`src/hw/rtl/ptrrs_pkg.sv`:
```
// Package for the process table round robin scheduler.
// Holds the status codes, action codes, item payload types and the cell control struct.
// No dependencies.
`default_nettype none

package ptrrs_pkg;

  localparam logic [1:0] ACT_ALLOC = 2'd0;
  localparam logic [1:0] ACT_WRITE = 2'd1;
  localparam logic [1:0] ACT_SCHED = 2'd2;
  localparam logic [1:0] ACT_READ  = 2'd3;

  localparam logic [2:0] ST_UNUSED     = 3'd0;
  localparam logic [2:0] ST_NEW        = 3'd1;
  localparam logic [2:0] ST_RUNNABLE   = 3'd2;
  localparam logic [2:0] ST_WAIT_TASK  = 3'd3;
  localparam logic [2:0] ST_WAIT_PIPE  = 3'd4;
  localparam logic [2:0] ST_WAIT_STDIN = 3'd5;
  localparam logic [2:0] ST_KILLED     = 3'd6;

  // Pipes that can ever report ready; the mask field has 16 bits.
  localparam int NUM_PIPES = 16;
  // Slot, wait target and parent fields are 6 bits wide.
  localparam int IDX_SPAN = 64;

  typedef struct packed {
    logic [1:0]         action;
    logic [5:0]         slot;
    logic [2:0]         new_status;
    logic [5:0]         wait_target;
    logic [5:0]         parent_slot;
    logic signed [31:0] exit_value;
    logic               stdin_ready;
    logic [15:0]        pipe_ready_mask;
  } in_item_t;

  typedef struct packed {
    logic               found;
    logic [5:0]         slot_out;
    logic [31:0]        pid_out;
    logic [2:0]         status_out;
    logic signed [31:0] exit_out;
  } out_item_t;

  // Broadcast from the controller to every cell.
  typedef struct packed {
    logic                load;
    logic                run;
    logic                alloc_mode;
    logic                stdin;
    logic [IDX_SPAN-1:0] pipe_rdy;
    logic [IDX_SPAN-1:0] killed;
    logic [IDX_SPAN-1:0] alive;
    logic [2:0]          wr_status;
    logic [5:0]          wr_wait;
    logic [5:0]          wr_parent;
  } cell_ctl_t;

endpackage

`default_nettype wire

```
`src/hw/rtl/ptrrs_cell.sv`:
```
// One slot of the process table: status, wait target, parent and the scan token.
// Depends on ptrrs_pkg.
`default_nettype none

module ptrrs_cell (
  input  wire logic                 clk,
  input  wire logic                 rst_n,
  input  wire ptrrs_pkg::cell_ctl_t ctl,
  input  wire logic                 load_tok,
  input  wire logic                 tok_prev,
  input  wire logic                 wr_sel,
  output logic                      tok,
  output logic                      hit,
  output logic [2:0]                status,
  output logic [5:0]                wait_tgt
);
  import ptrrs_pkg::*;

  logic       tok_r, tok_nxt;
  logic [2:0] st_r, st_nxt;
  logic [5:0] wt_r, wt_nxt;
  logic [5:0] pa_r, pa_nxt;
  logic       on_tok, wake, sched_hit, alloc_hit, free_it;

  always_comb begin
    on_tok    = tok_r & ctl.run;
    wake      = ((st_r == ST_WAIT_TASK) && ctl.killed[wt_r]) ||
                ((st_r == ST_WAIT_STDIN) && ctl.stdin) ||
                ((st_r == ST_WAIT_PIPE) && ctl.pipe_rdy[wt_r]);
    sched_hit = (st_r == ST_NEW) || (st_r == ST_RUNNABLE) || wake;
    alloc_hit = (st_r == ST_UNUSED);
    free_it   = (st_r == ST_KILLED) && !ctl.alive[pa_r];
    hit       = on_tok & (ctl.alloc_mode ? alloc_hit : sched_hit);
  end

  always_comb begin
    tok_nxt = ctl.load ? load_tok : (ctl.run ? tok_prev : tok_r);
    st_nxt  = st_r;
    wt_nxt  = wt_r;
    pa_nxt  = pa_r;
    if (wr_sel) begin
      st_nxt = ctl.wr_status;
      wt_nxt = ctl.wr_wait;
      pa_nxt = ctl.wr_parent;
    end else if (on_tok) begin
      if (ctl.alloc_mode) begin
        if (alloc_hit) begin
          wt_nxt = '0;
          pa_nxt = '0;
        end
      end else if (wake) begin
        st_nxt = ST_RUNNABLE;
      end else if (free_it) begin
        st_nxt = ST_UNUSED;
      end
    end
  end

  always_ff @(posedge clk) begin
    if (!rst_n) begin
      tok_r <= 1'b0;
      st_r  <= ST_UNUSED;
      wt_r  <= '0;
      pa_r  <= '0;
    end else begin
      tok_r <= tok_nxt;
      st_r  <= st_nxt;
      wt_r  <= wt_nxt;
      pa_r  <= pa_nxt;
    end
  end

  assign tok      = tok_r;
  assign status   = st_r;
  assign wait_tgt = wt_r;

endmodule

`default_nettype wire

```
`config.mk`:
```
export PLATFORM = sky130hd
export DESIGN_NAME = ptrrs_cell
export DESIGN_NICKNAME = d
export VERILOG_FILES = /design/src/hw/rtl/ptrrs_pkg.sv /design/src/hw/rtl/ptrrs_cell.sv
export SDC_FILE = /design/constraint.sdc
export NUM_CORES = 1
export LEC_CHECK = 0
export BUFFER_PORTS_ARGS = -buffer_cell sky130_fd_sc_hd__buf_2
export CAP_MARGIN = 20
export CORE_AREA = 2 2 88 90
export DETAILED_ROUTE_END_ITERATION = 16
export DIE_AREA = 0 0 90 92
export GPL_ROUTABILITY_DRIVEN = 0
export PLACE_DENSITY = 0.74
export SLEW_MARGIN = 25
export SYNTH_ARGS = -nofsm -noshare
export SYNTH_HDL_FRONTEND = slang
export SYNTH_SLANG_ARGS = --single-unit
```
`constraint.sdc`:
```
create_clock -name clk -period 5.15 [get_ports clk]
set_clock_uncertainty 0.05 [all_clocks]
set_input_delay 0.2575 -clock clk [delete_from_list [all_inputs] [get_ports clk]]
set_output_delay 0.2575 -clock clk [all_outputs]
set_load 0.005 [all_outputs]
```
# == Yosys cells after proc, flatten, opt, wreduce, memory -nomap -nowiden ==
# Cells that the tools add are included.
# op_classes
muxes,19
bitwise_logic,2
reduce_logical,17
n_eq_ne,7
n_lt_le_gt_ge,2
# ops
op,n
6-bit two-way mux,5
1-bit binary-select mux with 6-bit select,3
3-bit two-way mux,5
"6-bit by 7-bit < comparator with 1-bit output, second input constant",2
"3-bit equality test, second input constant",3
2-bit nonzero test,4
"3-bit by 2-bit equality test with 1-bit output, second input constant",2
1-bit two-way mux,6
3-bit AND reduction,2
1-bit logical AND,4
1-bit logical OR,4
"3-bit by 1-bit equality test with 1-bit output, second input constant",1
3-bit zero test,1
3-bit nonzero test,1
1-bit bitwise AND,2
"2-bit by 1-bit inequality test with 1-bit output, second input constant",1
1-bit zero test,1
# totals
out_inout_bits,11
wordCells,51
ff_bits,16

# == Depth between registers and ports, before layout ==
# depth
ltp_word,9
ltp_mapped,10
depth_no_buf,7

# == Worst setup path after synthesis ==
# Ideal clock, no wire load.
# synth_path
kind,register to register
from,register wt_r[0] (netlist: wait_tgt[0])
to,register st_r[1] (netlist: status[1])
setup_time_ns,0.122
setup_slack_ns,2.701
arrival_time_ns,2.277
path_stages_with_launch,9
n_path_buf,2
path_cell_list,dfxtp_1 -> buf_4 -> buf_2 -> mux4_2 -> a211oi_1 -> o22ai_1 -> and4bb_1 -> nor2_1 -> o311a_1
# synth_via
elab_chain_len,9
elab_cells_between_ends,14
classes_between,mux (8); reduce/logical (6)
# synth_lines
element,line,text
"start, declared",ptrrs_cell.sv:21,"logic [5:0] wt_r, wt_nxt;"
"start signal, assigned",ptrrs_cell.sv:68,wt_r <= wt_nxt;
1-bit binary-select mux with 6-bit select,ptrrs_cell.sv:27,wake = ((st_r == ST_WAIT_TASK) && ctl.killed[wt_r]) ||
1-bit two-way mux (implied by the code),ptrrs_cell.sv:27,
1-bit logical AND,ptrrs_cell.sv:27,
1-bit logical OR,ptrrs_cell.sv:27,
1-bit logical OR (*),ptrrs_cell.sv:28,((st_r == ST_WAIT_STDIN) && ctl.stdin) ||
3-bit two-way mux,ptrrs_cell.sv:51,end else if (wake) begin
3-bit two-way mux,ptrrs_cell.sv:46,if (ctl.alloc_mode) begin
3-bit two-way mux,ptrrs_cell.sv:45,end else if (on_tok) begin
3-bit two-way mux,ptrrs_cell.sv:41,if (wr_sel) begin
"end signal, assigned",ptrrs_cell.sv:67,st_r <= st_nxt;
"end, declared",ptrrs_cell.sv:20,"logic [2:0] st_r, st_nxt;"
# Every way passes the cells marked *; elsewhere a longest branch is shown, timed or not. The select of a mux whose other input is x is not followed.
# A chain may end at the register's enable or synchronous reset.

# == Worst setup path after layout ==
# layout_path
from,register wt_r[1] (netlist: wait_tgt[1])
to,output hit
# layout_via
elab_chain_len,8
elab_cells_between_ends,11
classes_between,mux (5); bitwise (1); reduce/logical (5)
# layout_lines
element,line,text
1-bit binary-select mux with 6-bit select,ptrrs_cell.sv:27,
1-bit two-way mux (implied by the code),ptrrs_cell.sv:27,
1-bit logical AND,ptrrs_cell.sv:27,
1-bit logical OR,ptrrs_cell.sv:27,
1-bit logical OR (*),ptrrs_cell.sv:28,
1-bit logical OR (*),ptrrs_cell.sv:30,sched_hit = (st_r == ST_NEW) || (st_r == ST_RUNNABLE) || wake;
1-bit two-way mux (*),ptrrs_cell.sv:33,hit = on_tok & (ctl.alloc_mode ? alloc_hit : sched_hit);
1-bit bitwise AND (*),ptrrs_cell.sv:33,
"end, declared",ptrrs_cell.sv:13,"output logic hit,"
# Marked as above.

==> metrics.yaml <==
clocking:
  cts-resized-gates: 0
  clock_latency_ps: 240
  root_buffer: "clkbuf_8"
  cts_tree: "built"
  cts_sinks: 16
  cts_max_level: 1
  cts_buffers: 3
  cts_setup_buffers: 0
  clockBufferDepth: 2
  holdBufCountCts: 0
  clk_pin_slew_worst_paths_ps: 60
global_route:
  grt_overflow: 0
  use_met3_pct: 4.27
  grt_pass1_wl_um: 13900
  grt_pass1_vias: 2925
  grt_util_met1_pct: 22.2
  top_usage_layer: "met2"
  antenna_found_initial: 1
  use_met2_pct: 40.5
  grt_max_degree: 39
  grtUsageTotal_pct: 20.7
finish:
  fin_area_mm2: 0.00362
  drive_above_1_share_pct: 65.6
  fin_util_pct: 48.6
  final_nets: 642
  area_growth_pct: 49.1
  num_antenna_cells: 0
  final_common_cell: "buf_2"
  mostFrequentLayoutCells: "buf_2 (226), mux4_2 (40), nor2b_1 (16), mux2i_1 (14), dfxtp_1 (14)"
  seq_area_um2: 325
  multi_input_area_mm2: 0.00197
  nFillCells: 728
detailed_routing:
  dr_total_vias: 2902
  wl_per_cell_um: 16.9
  drt_iter0_markers: 87
  wl_um: 8890
  dr.pass1.iters: 4
  drc_errors: 0
  ant_nets: 0
  viasPerCell: 5.52
setup_path:
  arrival_ps: 2800
  cp_slowest_cell: "dfxtp_4"
  worstSetupPathType: "flop to output pin"
  critPathMaxStageDelay_ps: 720
  cp-start-kind: "flop"
  required_ps: 4840
  endpoint_kind: "output pin"
  crit_chain: "mux4_2, or3b_1, a31oi_1, o41ai_1, and4bb_1, o21ai_0, buf_2"
  crit_fanout: 38
synthesis:
  syn-num-nets: 432
  synth_cells: 216
  yosysSeqAreaShare_pct: 13.2
  synth.area.top_cells: "mux4_2 (37%), dfxtp_1 (13%), mux4_1 (7.6%)"
  yosys.area.top_type: "mux4_2"
  synth_edf_count: 0
  yosysWarnings: 0
  avgSynthCellArea_um2: 11.2
  synth_area_mm2: 0.00243
  ys_seq_elements: 16
  yosysUniqueCellTypes: 51
  async_flop_share_pct: 0
  ys.flop_type: "dfxtp_1"
  yosys.area.top_type_share_pct: 37.1
sta:
  rsz0062_at_grt: "false"
  final_max_slew_viol_count: 0
  hold_viol: 0
  worstMarginPinSlew_ps: 864
  slew_headroom_pct: 42.3
  finalSetupTns_ps: 0
  period_needed_ps: 3110
  timing.final.crit_share_pct: 60.4
  fmax_mhz: 322
  finalSetupViolations: 0
floorplanning:
  row_count: 32
  start_util_pct: 32.6
  die-area_mm2: 0.00828
  io_pins: 227
  die_x_um: 90
  fp.dieH_um: 92
  coreArea_mm2: 0.00745
power_and_ir_drop:
  leakage_nw: 1.60
  powerDensity_mw_per_mm2: 130
  ir_drop_uv: 68.9
placement:
  postPlaceCellArea_mm2: 0.00357
  portBuffers: 226
  hpwl_um: 7590
job:
  cap_violations: 0
worst_hold_path:
  hp-class: "primary input to flop"
run_status:
  outcome: "complete, no violations"
## per-layer routing
layer / part of all wire, % / routed length [um]
met5: 0 / 0
met4: 2.3 / 200
met3: 9.4 / 839
met2: 54 / 4830
met1: 34 / 3020
## report_power, final
| group | switching (mW) | internal (mW) |
|---|---|---|
| sequential | 0.0314 | 0.132 |
| clock | 0.0381 | 0.0517 |
| combinational | 0.0710 | 0.147 |
| total | 0.141 | 0.331 |
## Yosys cell counts, types with 2 or more instances
library cell,instances
a22oi_1,13
o211ai_1,2
mux4_2,40
and3b_1,2
nand3b_1,3
or3_1,3
clkbuf_1,11
mux4_1,7
buf_4,2
nand3_1,7
nor3b_1,2
nor2_1,7
buf_6,3
nand2b_1,4
nor3_1,5
nor2b_1,16
dfxtp_1,16
nand4_1,2
buf_2,5
a31oi_1,2
mux2_2,2
a21oi_1,2
o21ai_0,7
mux2i_1,14
a32oi_1,2
nand2_1,12
## cell type report
class	instances	area share [%]
multi-input combinational	176	54.6
timing repair buffer	228	31.7
sequential	16	8.99
tap	102	3.53
clock buffer	3	1.14
inverter	1	0.104
## worst paths after layout
path / start / to / slack [ps] / depth (start not counted)
worst max-delay path: wait_tgt[1]$_SDFFE_PN0P_ / hit / 2040 / 7
worst min-delay path: ctl[12] / status[0]$_SDFFE_PN0P_ / 210 / 3
worst max register to register: pa_r[0]$_SDFFE_PN0P_ / status[1]$_SDFFE_PN0P_ / 2160 / 7
worst min register to register: wait_tgt[5]$_SDFFE_PN0P_ / wait_tgt[5]$_SDFFE_PN0P_ / 580 / 2
## worst max-delay path, delay by kind of cell (launching register included)
kind                   cells  cell delay [ps]
AOI/OAI and AO/OA          3              420
and+or+nand+nor            2              710
buffers and inverters      1              140
DFF                        1              720
muxes                      1              560
## cell families (layout without fill, tap and decap cells)
kind of cell	Yosys count	in the layout	synth area share (%)
AOI/OAI and AO/OA	38	38	11.2
xor gates and xnor gates	1	1	0.361
buffers and inverters	24	232	5.67
DFF	16	16	13.2
muxes	64	64	51.9
and+or+nand+nor	73	73	17.6
## sequential cells by signal, indices dropped and copies added, names as in the netlist
signal	count
tok	1
pa_r	6
wait_tgt	6
status	3
## through the flow
step	total power [mW]	instances	setup slack, ps	hold WS (ps)
2_1_floorplan	0.280	216	2700	336
3_3_place_gp	0.381	523	1980	460
3_5_place_dp	0.387	523	1950	464
4_1_cts	0.479	526	1680	209
5_1_grt	0.504	526	1830	248
6_report	0.471	526	2040	214
Note: power is estimated with default switching activity, not from simulation.
